### src/rtl/core/assert_macros.svh
// Assertion macros for the RTL files; gray_emboss_3x3_top includes them.
`ifndef ASSERT_MACROS_SVH
`define ASSERT_MACROS_SVH

// Checked only while the block is out of reset.
`define ASSERT_ON(label, prop, msg) \
    label: assert property (@(posedge i_clk) disable iff (!i_rst_n) prop) else $error(msg);

// Checked at every edge, reset included.
`define ASSERT_ALWAYS(label, prop, msg) \
    label: assert property (@(posedge i_clk) prop) else $error(msg);

`endif

### src/rtl/core/ge3_pkg.sv
`timescale 1ns / 1ps

package ge3_pkg;

    localparam int PIX_W  = 8;
    localparam int WSUM_W = 18;
    localparam int RECIP_W = 19;
    localparam int PROD_W = WSUM_W + RECIP_W;
    localparam int SUM_W  = 11;

    typedef logic [PIX_W-1:0]  t_pix;
    typedef logic [WSUM_W-1:0] t_wsum;
    typedef logic [SUM_W-1:0]  t_sum;
    typedef logic [3:0]        t_tap;

    localparam t_wsum R_COEF = 18'd299;
    localparam t_wsum G_COEF = 18'd587;
    localparam t_wsum B_COEF = 18'd114;

    // floor(x / 1000) for x up to 255000 is (x * RECIP) >> RECIP_SHIFT.
    localparam logic [RECIP_W-1:0] RECIP = 19'd268436;
    localparam int RECIP_SHIFT = 28;

    localparam t_tap LAST_TAP = 4'd8;
    localparam t_sum BIAS     = 11'd128;

    typedef enum logic [1:0] {
        W_ZERO,
        W_PLUS,
        W_MINUS
    } t_weight;

    function automatic t_weight tap_weight(input t_tap tap);
        t_weight w;
        unique case (tap)
            4'd0, 4'd1, 4'd3: w = W_MINUS;
            4'd5, 4'd7, 4'd8: w = W_PLUS;
            default:          w = W_ZERO;
        endcase
        return w;
    endfunction

endpackage

### src/rtl/core/ge3_gray.sv
`timescale 1ns / 1ps

module ge3_gray (
    input  logic          i_clk,
    input  logic          i_rst_n,
    input  logic          i_valid,
    output logic          o_ready,
    input  ge3_pkg::t_pix i_red,
    input  ge3_pkg::t_pix i_green,
    input  ge3_pkg::t_pix i_blue,
    output logic          o_valid,
    input  logic          i_ready,
    output ge3_pkg::t_pix o_gray
);
    import ge3_pkg::*;

    logic  r_s1_valid, r_s2_valid, r_s3_valid;
    t_pix  r_red, r_green, r_blue;
    t_wsum r_wsum;
    t_pix  r_gray;

    logic  s3_load_ok, s2_load_ok, s1_load_ok;
    t_wsum n_wsum;
    logic [PROD_W-1:0] prod;

    assign s3_load_ok = !r_s3_valid || i_ready;
    assign s2_load_ok = !r_s2_valid || s3_load_ok;
    assign s1_load_ok = !r_s1_valid || s2_load_ok;
    assign o_ready    = s1_load_ok;

    assign n_wsum = {{(WSUM_W-PIX_W){1'b0}}, r_red}   * R_COEF
                  + {{(WSUM_W-PIX_W){1'b0}}, r_green} * G_COEF
                  + {{(WSUM_W-PIX_W){1'b0}}, r_blue}  * B_COEF;

    assign prod = {{RECIP_W{1'b0}}, r_wsum} * {{WSUM_W{1'b0}}, RECIP};

    always_ff @(posedge i_clk) begin
        if (!i_rst_n) begin
            r_s1_valid <= 1'b0;
            r_s2_valid <= 1'b0;
            r_s3_valid <= 1'b0;
        end else begin
            if (s1_load_ok) begin
                r_s1_valid <= i_valid;
            end
            if (s2_load_ok) begin
                r_s2_valid <= r_s1_valid;
            end
            if (s3_load_ok) begin
                r_s3_valid <= r_s2_valid;
            end
        end
    end

    always_ff @(posedge i_clk) begin
        if (s1_load_ok && i_valid) begin
            r_red   <= i_red;
            r_green <= i_green;
            r_blue  <= i_blue;
        end
        if (s2_load_ok && r_s1_valid) begin
            r_wsum <= n_wsum;
        end
        if (s3_load_ok && r_s2_valid) begin
            r_gray <= prod[RECIP_SHIFT +: PIX_W];
        end
    end

    assign o_valid = r_s3_valid;
    assign o_gray  = r_gray;

endmodule

### src/rtl/core/gray_emboss_3x3_top.sv
`timescale 1ns / 1ps
// Takes one pixel per cycle while o_ready is high; the ninth pixel of a window
// passes the three gray stages into the result register, so one result comes
// out for every nine pixels. Throughput is bound only by the output handshake;
// the pipeline holds up to four items: three pixel stages and the result register.
// Synchronous active-low reset empties the pipeline and clears the sum and tap.
`include "assert_macros.svh"

module gray_emboss_3x3_top (
    input  logic          i_clk,
    input  logic          i_rst_n,
    input  logic          i_valid,
    output logic          o_ready,
    input  ge3_pkg::t_pix i_red,
    input  ge3_pkg::t_pix i_green,
    input  ge3_pkg::t_pix i_blue,
    output logic          o_valid,
    input  logic          i_ready,
    output ge3_pkg::t_pix o_out_red,
    output ge3_pkg::t_pix o_out_green,
    output ge3_pkg::t_pix o_out_blue
);
    import ge3_pkg::*;

    logic    g_valid, g_ready;
    t_pix    g_gray;
    logic    out_free, take;
    t_weight w;
    t_sum    gray_ext, n_sum, res_sum;
    t_sum    r_sum;
    t_tap    r_tap;
    logic    r_o_valid;
    t_pix    r_res;

    ge3_gray u_gray (
        .i_clk   (i_clk),
        .i_rst_n (i_rst_n),
        .i_valid (i_valid),
        .o_ready (o_ready),
        .i_red   (i_red),
        .i_green (i_green),
        .i_blue  (i_blue),
        .o_valid (g_valid),
        .i_ready (g_ready),
        .o_gray  (g_gray)
    );

    assign out_free = !r_o_valid || i_ready;
    assign g_ready  = (r_tap != LAST_TAP) || out_free;
    assign take     = g_valid && g_ready;

    assign w        = tap_weight(r_tap);
    assign gray_ext = {{(SUM_W-PIX_W){1'b0}}, g_gray};

    always_comb begin
        unique case (w)
            W_PLUS:  n_sum = r_sum + gray_ext;
            W_MINUS: n_sum = r_sum - gray_ext;
            default: n_sum = r_sum;
        endcase
    end

    assign res_sum = n_sum + BIAS;

    always_ff @(posedge i_clk) begin
        if (!i_rst_n) begin
            r_sum     <= '0;
            r_tap     <= '0;
            r_o_valid <= 1'b0;
        end else begin
            if (take) begin
                if (r_tap == LAST_TAP) begin
                    r_sum <= '0;
                    r_tap <= '0;
                end else begin
                    r_sum <= n_sum;
                    r_tap <= r_tap + 4'd1;
                end
            end
            if (take && r_tap == LAST_TAP) begin
                r_o_valid <= 1'b1;
            end else if (i_ready) begin
                r_o_valid <= 1'b0;
            end
        end
    end

    always_ff @(posedge i_clk) begin
        if (take && r_tap == LAST_TAP) begin
            r_res <= res_sum[PIX_W-1:0];
        end
    end

    assign o_valid     = r_o_valid;
    assign o_out_red   = r_res;
    assign o_out_green = r_res;
    assign o_out_blue  = r_res;

    `ASSERT_ON(a_tap_range, r_tap <= LAST_TAP, "tap counter left the window")
    `ASSERT_ON(a_window_close, take && r_tap == LAST_TAP |=> r_o_valid && r_tap == '0 && r_sum == '0, "window did not close")
    `ASSERT_ON(a_no_drop, r_o_valid && !i_ready |-> !(take && r_tap == LAST_TAP), "result overwritten while waiting")
    `ASSERT_ALWAYS(a_reset_clear, !i_rst_n |=> !r_o_valid && r_tap == '0 && r_sum == '0, "reset did not clear state")

endmodule
### config.mk
export PLATFORM = sky130hd
export DESIGN_NAME = gray_emboss_3x3_top
export DESIGN_NICKNAME = d
export VERILOG_FILES = /design/src/rtl/core/ge3_pkg.sv /design/src/rtl/core/ge3_gray.sv /design/src/rtl/core/gray_emboss_3x3_top.sv
export VERILOG_INCLUDE_DIRS = /design/src /design/src/rtl/core
export SDC_FILE = /design/constraint.sdc
export NUM_CORES = 1
export LEC_CHECK = 0
export BUFFER_PORTS_ARGS = -buffer_cell sky130_fd_sc_hd__buf_2
export CAP_MARGIN = 20
export CORE_MARGIN = 3
export CORE_UTILIZATION = 65
export DETAILED_ROUTE_END_ITERATION = 6
export PLACE_DENSITY = 0.84
export SLEW_MARGIN = 20
export SYNTH_ARGS = -nofsm -noshare
export SYNTH_HDL_FRONTEND = slang
export SYNTH_SLANG_ARGS = --single-unit
### constraint.sdc
create_clock -name i_clk -period 11.1 [get_ports i_clk]
set_input_delay 2.22 -clock i_clk [delete_from_list [all_inputs] [get_ports i_clk]]
set_output_delay 2.22 -clock i_clk [all_outputs]
set_load 0.005 [all_outputs]
Yosys cells after proc, flatten, opt, wreduce, memory -nomap -nowiden
Index checks and enable logic that the tools add are counted.
- flip-flop bits (word level): 77
- input port bits: 28
- output and inout port bits: 26
- word-level logic and storage cells: 54
- $add $sub $neg: 6
- multipliers: 4
- equality and inequality tests: 8
- mux-type cells: 6
- reductions and logical operators: 18
- operator list (kind ; number):
    18-bit by 17-bit multiplier with 34-bit output, second input constant ; 1
    11-bit case mux with 2 select lines ; 1
    17-bit by 18-bit adder with 18-bit output ; 1
    18-bit by 15-bit adder with 18-bit output ; 1
    8-bit by 10-bit multiplier with 18-bit output, second input constant ; 1
    8-bit by 9-bit multiplier with 17-bit output, second input constant ; 1
    8-bit by 6-bit multiplier with 14-bit output, second input constant ; 1
    11-bit by 8-bit adder with 11-bit output ; 1
    11-bit two-way mux ; 1
    11-bit by 8-bit subtractor with 11-bit output ; 1
    8-bit adder, second input constant ; 1
    4-bit by 3-bit equality test with 1-bit output, second input constant ; 2
    3-bit OR reduction ; 2
    1-bit logical AND ; 5
    1-bit logical OR ; 5
    4-bit by 1-bit adder with 4-bit output, second input constant ; 1
    4-bit by 1-bit equality test with 1-bit output, second input constant ; 1
    4-bit by 2-bit equality test with 1-bit output, second input constant ; 1
    4-bit equality test, second input constant ; 1
    1-bit zero test ; 4
    4-bit zero test ; 1
    4-bit two-way mux ; 1
    4-bit != test, second input constant ; 1
    2-bit case mux with 2 select lines ; 1
    4 further kinds ; 5

Logic depth before layout (Yosys ltp)
Gate-level depths: netlist of the first run.
- depth in word-level cells: 7
- depth in mapped cells: 26

Modules after synthesis
From an unflattened synthesis of the first run, not the netlist that was laid out.
- cell total of the unflattened synthesis: 1034
- area, all modules: 10736.5 um^2
- modules (own cells, without submodules) (module ; times used ; cells an instance ; area each (um^2) ; seq. area each (um^2)):
    ge3_gray ; 1 ; 868 ; 9256.4 ; 1561.5
    gray_emboss_3x3_top ; 1 ; 166 ; 1480.2 ; 500.5

Worst setup path before layout of the first run
OpenSTA, ideal clock, no wires.
- kind: reg2reg
- start point: register u_gray.r_blue[0]
- end point: register u_gray.r_wsum[16] (data pin)
- library setup time: 0.259 ns
- arrival time: 5.845 ns
- slack: 4.996 ns
- cell stages (with the launch flop): 23
- path buffers: 0
- clock period less this slack: 6.104 ns
- cells stage by stage: edfxtp_1 fa_1 inv_1 fa_1 inv_1 ha_1 ha_1 inv_1 fa_1 xnor2_1 ha_1 fa_1 inv_1 fa_1 fa_1 inv_1 ha_1 a21o_1 a211o_1 a2111oi_0 o21ai_0 o211ai_1 xnor2_1
- longest elaborated chain between the ends: 2
- RTL lines (item ; line ; source):
    from (decl) ; ge3_gray.sv:18 ; t_pix r_red, r_green, r_blue;
    from (signal assigned) ; ge3_gray.sv:59 ; r_blue <= i_blue;
    8-bit by 6-bit multiplier with 14-bit output ; ge3_gray.sv:33 ; + {{(WSUM_W-PIX_W){1'b0}}, r_blue} * B_COEF;
    18-bit by 15-bit adder with 18-bit output ; ge3_gray.sv:33 ;
    named net u_gray.n_wsum[16] ; ge3_gray.sv:23 ; t_wsum n_wsum;
    to (signal assigned) ; ge3_gray.sv:62 ; r_wsum <= n_wsum;
    to (decl) ; ge3_gray.sv:19 ; t_wsum r_wsum;
The timed path passes the listed nets, and every way through them passes these cells.
A chain may end at the register's enable or synchronous reset.

Worst setup path after layout of the first run
Same ends and word-level chain as after synthesis.

==> out/metrics.yaml, run 1 <==
die:
  io_pins: 54
  rows: 46
  dieArea_mm2: 0.0183
  initial_utilization_pct: 67.5
  die_width_um: 135
  die_h_um: 135
  core_mm2: 0.0161
critical_path:
  critPathLaunch: "u_gray.r_blue[0]"
  cp_max_fo: 5
  path_class: "register to register"
  endpoint_kind: "register"
  cp.arrival_ns: 6.93
  rrSetupSlack_ns: 4.27
  r2r_cells: 22
  r2r_end: "u_gray.r_wsum[16]"
  r2r-start: "u_gray.r_blue[0]"
  cp.required_ns: 11.19
  critPathLaunchType: "register"
clocking:
  clk_latency_ns: 0.35
  cts_buffers: 9
  hold_buffers: 0
  clock-root-buffer: "clkbuf_16"
  cts.sinks: 74
  clockBufferDepth: 2
  ctsResizeCount: 0
  cts_tree: "yes"
  postCtsSetupBuffers: 0
  h-tree-depth: 3
  clk_pin_slew_ns: 0.06
grt:
  grt_max_degree: 25
  grt_usage_pct: 25.0
  grt_pass1_wl_mm: 36.5
  first_global_vias: 8080
  grt_overflow: 0
  antenna_found_initial: 0
placement:
  io_buffers: 53
  detailedPlace.worstSlack_ns: 4.37
  gp_congestion: 0.865
  dp_hpwl_mm: 17.9
detailed_routing:
  firstDrtPassIters: 6
  vias: 7522
  wl_mm: 21.5
  drt-initial-drc-count: 388
  avgRoutedWirePerCell_um: 16.1
  via_per_inst: 5.64
  final_antenna_net_count: 0
  drc: 0
timing:
  rsz0062_at_grt: "no"
  fin_hold_ws_ns: 0.492
  tightest_slew_ns: 0.784
  setup_ws_ns: 4.27
  setup_viol_count_final: 0
  hold_viol_final: 0
  min_period_ns: 6.83
  maxSlewViolCount: 0
  maxSlewHeadroom_pct: 47.6
  max_freq_mhz: 146
  period_share_pct: 61.5
  fin_setup_tns_ns: 0
  clock_skew_ns: 0.00837
finish:
  final_core_util_pct: 71.9
  num_antenna_cells: 0
  fin_nets: 1519
  fillers: 1094
  syn2layout_area_growth_pct: 6.48
  drive_gt1_share_pct: 6.89
  register_area_mm2: 0.00206
  multiInputGateArea_mm2: 0.00760
worst_hold_path:
  hold_class: "register to register"
  worstHoldStart: "r_sum[5]"
  worstHoldPathCells: 2
  whs_endpoint: "r_sum[5]"
synth:
  netlist_area_mm2: 0.0109
  synthArstFlopShare_pct: 0
  synth_area_leaders: "ha_1, fa_1, edfxtp_1, inv_1, dfxtp_1"
  ys_warn_count: 0
  synthCells: 1068
  synth.avg_cell_area_um2: 10.2
  synth-edff-count: 58
  synth.net_count: 1474
  synth-seq-area-share_pct: 19.0
  yosys.area.top_type_share_pct: 29.8
  synth_area_leader_cell: "ha_1"
  synth-seq-cells: 74
  synthFlopType: "edfxtp_1"
  synthDistinctLibCells: 57
flow_run:
  drv_cap: 0
run_status:
  status: "completed"
## synthesized netlist by cell type, drive strengths merged, types with 2 or more instances
| library cell | count |
|---|---|
| a22oi | 5 |
| o211ai | 8 |
| o22ai | 4 |
| a21o | 13 |
| clkbuf | 4 |
| a211o | 3 |
| nor2b | 7 |
| fa | 119 |
| a21boi | 7 |
| o41ai | 2 |
| nand3 | 10 |
| edfxtp | 58 |
| o21bai | 4 |
| nor4 | 2 |
| nor2 | 29 |
| inv | 284 |
| and2 | 2 |
| mux2i | 4 |
| o31ai | 8 |
| o41a | 2 |
| nand4 | 6 |
| o21ai | 28 |
| xnor2 | 21 |
| o21a | 14 |
| nand2b | 2 |
| dfxtp | 16 |
| and3 | 3 |
| a21oi | 30 |
| buf | 18 |
| nand2 | 27 |
| and4 | 2 |
| or3 | 4 |
| a31oi | 7 |
| nor3 | 17 |
| nor3b | 3 |
| ha | 259 |
| o31a | 2 |
| xor2 | 14 |
| a211oi | 4 |
## cell type report
type,count,area share (%)
Multi-Input combinational cell,688,65.6
Sequential cell,74,17.8
Inverter,284,9.20
Timing Repair Buffer,56,2.48
Tap cell,216,2.33
Clock buffer,9,1.94
Clock inverter,7,0.594
## kinds of logic after synthesis
logic type      count (synthesis)  synth area share (%)
buf+inv                       306                  11.2
mux                             5                 0.472
compound gates                153                  9.48
simple gates                  117                  5.36
flops                          74                  19.0
fa+ha+maj                     378                  51.7
xor+xnor                       35                  2.82
## cells in the final DEF (no fill, tap or decap), types with 8 or more instances in the layout
master,Yosys,final
inv_1,284,284
edfxtp_1,58,58
nor2_1,29,29
o21ai_0,28,28
buf_2,0,53
o21a_1,14,14
xor2_1,14,14
nor3_1,17,17
fa_1,119,119
o31ai_1,8,8
ha_1,259,259
clkbuf_16,0,9
dfxtp_1,16,16
xnor2_1,21,21
a21oi_1,30,30
o211ai_1,8,8
a21o_1,13,13
nand2_1,27,27
nand3_1,10,10
## per-stage QoR
stage | instance area [µm²] | std cells
floorplan | 10900 | 1068
global placement | 11300 | 1318
detailed placement | 11300 | 1318
CTS | 11600 | 1334
global route | 11600 | 1334
finish | 11600 | 1334
## registers in the layout, indices dropped and copies added (netlist names)
| name | cells |
|---|---|
| u_gray.r_s2_valid | 1 |
| u_gray.r_green | 8 |
| u_gray.r_s1_valid | 1 |
| o_out_blue | 8 |
| r_tap | 4 |
| u_gray.r_blue | 8 |
| o_valid | 1 |
| u_gray.r_red | 8 |
| u_gray.r_wsum | 18 |
| u_gray.o_valid | 1 |
| r_sum | 8 |
| u_gray.o_gray | 8 |
## worst max-delay path: stages, from the launching register on
cell	delay [ns]
edfxtp_1	0.48
fa_1	0.57
inv_1	0.05
fa_1	0.47
inv_1	0.04
ha_1	0.28
ha_1	0.19
inv_1	0.06
fa_1	0.41
xnor2_1	0.23
ha_1	0.28
fa_1	0.52
inv_1	0.06
fa_1	0.40
fa_1	0.52
inv_1	0.05
ha_1	0.35
a21o_1	0.21
a211o_1	0.33
a2111oi_0	0.66
o21ai_0	0.20
o211ai_1	0.14
xnor2_1	0.08
## how the worst max path moves through the flow
stage / to / slack, ns / cells past startpoint
after floorplan: u_gray.r_wsum[16] / 5.00 / 22
after global placement: u_gray.r_wsum[16] / 4.74 / 22
after detailed placement: u_gray.r_wsum[16] / 4.37 / 22
after CTS: u_gray.r_wsum[16] / 4.30 / 22
after global routing: u_gray.r_wsum[16] / 3.93 / 22
final: u_gray.r_wsum[16] / 4.27 / 22
## per-layer routing
metal / track usage, % / wire length [µm]
met1: 30.5 / 8990
met2: 44.6 / 10900
met3: 4.05 / 884
met4: 9.29 / 720
met5: 0 / 0
Power of run 1 is left out: the tool's default activity adds up to more than one toggle a clock period on the data nets, which glitch-free logic cannot reach.
==> run 2, diff against run 1 <==
--- a/config.mk
+++ b/config.mk
@@ -9,9 +9,9 @@
 export BUFFER_PORTS_ARGS = -buffer_cell sky130_fd_sc_hd__buf_2
 export CAP_MARGIN = 20
 export CORE_MARGIN = 3
-export CORE_UTILIZATION = 65
+export CORE_UTILIZATION = 58
 export DETAILED_ROUTE_END_ITERATION = 6
-export PLACE_DENSITY = 0.84
+export PLACE_DENSITY = 0.79
 export SLEW_MARGIN = 20
 export SYNTH_ARGS = -nofsm -noshare
 export SYNTH_HDL_FRONTEND = slang
==> constraint.sdc (replaced) <==
create_clock -name i_clk -period 5.9 [get_ports i_clk]
set_input_delay 1.18 -clock i_clk [delete_from_list [all_inputs] [get_ports i_clk]]
set_output_delay 1.18 -clock i_clk [all_outputs]
set_load 0.005 [all_outputs]
==> out/metrics.yaml, run 2 (synthesis gave the netlist of run 1 again) <==
clocking:
  h-tree-depth: 3  # unchanged
  hold_buffers: 0  # unchanged
  clockBufferDepth: 2  # unchanged
  clock-root-buffer: "clkbuf_16"
  cts_tree: "yes"
  cts_buffers: 9  # unchanged
  clk_latency_ns: 0.34  # about the same
  cts.sinks: 74  # unchanged
  clk_pin_slew_ns: 0.07  # about the same
critical_path:
  path_class: "register to register"
  r2r-start: "u_gray.r_blue[0]"
  cpMaxStageDelayCell: "fa_1"
  cp.required_ns: 5.99  # -5.20 ns
  endpoint_kind: "register"
  critPathLaunch: "u_gray.r_blue[0]"
  critPathMaxStageDelay_ns: 0.56  # -0.10 ns
  cp_max_fo: 3  # -2
  critPathLaunchType: "register"
  cp.arrival_ns: 6.22  # -0.71 ns
  path_common_cell: "fa_1"
finish:
  final_cell_mix: "inv_1, ha_1, fa_1, edfxtp_1, buf_2"
  syn2layout_area_growth_pct: 10.7
  final_cell_area_mm2: 0.0120  # +4.0%
  top_register: "u_gray.r_wsum"
  fin_nets: 1542  # +1.5%
  largest_reg_flops: 18  # unchanged
  drive_gt1_share_pct: 12.3  # +5.4 points
  fillers: 1302  # +19%
  final_core_util_pct: 66.1  # -5.7 points
  final_common_cell: "inv_1"
  num_antenna_cells: 0  # unchanged
timing:
  maxSlewViolCount: 0  # unchanged
  clock_skew_ns: 0.00921  # +0.000843 ns
  maxSlewHeadroom_pct: 48.9  # +1.3 points
  fin_hold_ws_ns: 0.518  # +0.0260 ns
  rsz0062_at_grt: "yes"
  tightest_slew_ns: 0.765  # -0.0187 ns
  hold_viol_final: 0  # unchanged
  setup_viol_count_final: 6  # +6
  setup_ws_ns: -0.229  # -4.50 ns
  min_period_ns: 6.13  # -0.702 ns
  period_share_pct: 104  # +42 points
  max_freq_mhz: 163  # +11%
grt:
  grt_overflow: 0  # unchanged
  grt_usage_pct: 22.3  # -2.7 points
  grt_pass1_wl_mm: 36.5  # +0.12%
  antenna_found_initial: 0  # unchanged
  first_global_vias: 7942  # -1.7%
  grt_max_degree: 25  # unchanged
die:
  core_mm2: 0.0182  # +13%
  dieArea_mm2: 0.0204  # +12%
  io_pins: 54  # unchanged
  rows: 49  # +6.5%
  die_width_um: 143  # +5.6%
  die_h_um: 143  # +5.6%
  initial_utilization_pct: 59.7  # -7.8 points
worst_hold_path:
  worstHoldStart: "r_sum[0]"
  hold_class: "register to register"
detailed_routing:
  via_per_inst: 5.59  # -0.84%
  final_antenna_net_count: 0  # unchanged
  drc: 0  # unchanged
  firstDrtPassIters: 5  # -1
  vias: 7660  # +1.8%
  wl_mm: 22.8  # +6.1%
  avgRoutedWirePerCell_um: 16.7  # +3.3%
  drt-initial-drc-count: 387  # -0.26%
placement:
  placed_cell_area_mm2: 0.0114  # +1.0%
  gp_congestion: 0.924  # +6.8%
  dp_hpwl_mm: 17.6  # -1.5%
  io_buffers: 53  # unchanged
run_status:
  status: "complete, but fails checks"
  violations: "negative setup slack"
flow_run:
  drv_cap: 0  # unchanged
-- run 2: critical path: cells and delay by family (launching register included) --
| kind | cells | cell delay [ns] |
|---|---|---|
| adder cells (fa/ha/maj) | 9 | 3.49 |
| AO/OA/AOI/OAI | 7 | 0.95 |
| flip-flops | 1 | 0.42 |
| AND/OR/NAND/NOR | 3 | 0.41 |
| buffers and inverters | 5 | 0.22 |
| multiplexers | 1 | 0.21 |
| XOR/XNOR | 1 | 0.14 |
-- run 2: area by class of cell --
| cell class | instances | area, µm² | share of cell area [%] |
|---|---|---|---|
| timing repair buffer | 79 | 464 | 3.86 |
| clock buffer | 9 | 225 | 1.87 |
| sequential | 74 | 2060 | 17.1 |
| multi-input combinational | 688 | 7840 | 65.1 |
| clock inverter | 7 | 97.6 | 0.811 |
| tap | 229 | 287 | 2.38 |
| inverter | 284 | 1070 | 8.85 |
-- run 2: timing repair --
item                                   CTS  global route
setup endpoints to repair                6             6
pin swaps                               11            14
setup buffers                            9             3
endpoints found under the hold margin    0             0
gates resized for setup                 25            26
-- run 2: path summary, 6_finish.rpt --
check                                    endpoint  slack, ns  cells past startpoint
worst min register to register           r_sum[0]       0.52                      2
worst max register to register  u_gray.r_wsum[17]      -0.23                     26
worst min-delay path                     r_sum[0]       0.52                      2
worst max-delay path            u_gray.r_wsum[17]      -0.23                     26
-- run 2: routing by layer --
layer	up-vias	track usage (%)	part of all wire, %
met5	-	0	0
met4	0	6.70	3.2
met3	70	3.08	3.8
met2	208	38.9	50
met1	3727	28.9	43
li1	3655	-	-
-- run 2: per-stage QoR --
stage                     std cells  worst slack (ns)  TNS [ns]
final                          1370            -0.229    -0.796
after global routing           1370            -0.484     -2.18
after CTS                      1368           -0.0588    -0.116
after floorplan                1068           0.00832         0
after detailed placement       1343            -0.299     -1.13
after global placement         1343            -0.108    -0.379
Power of run 2 is left out for the same reason.
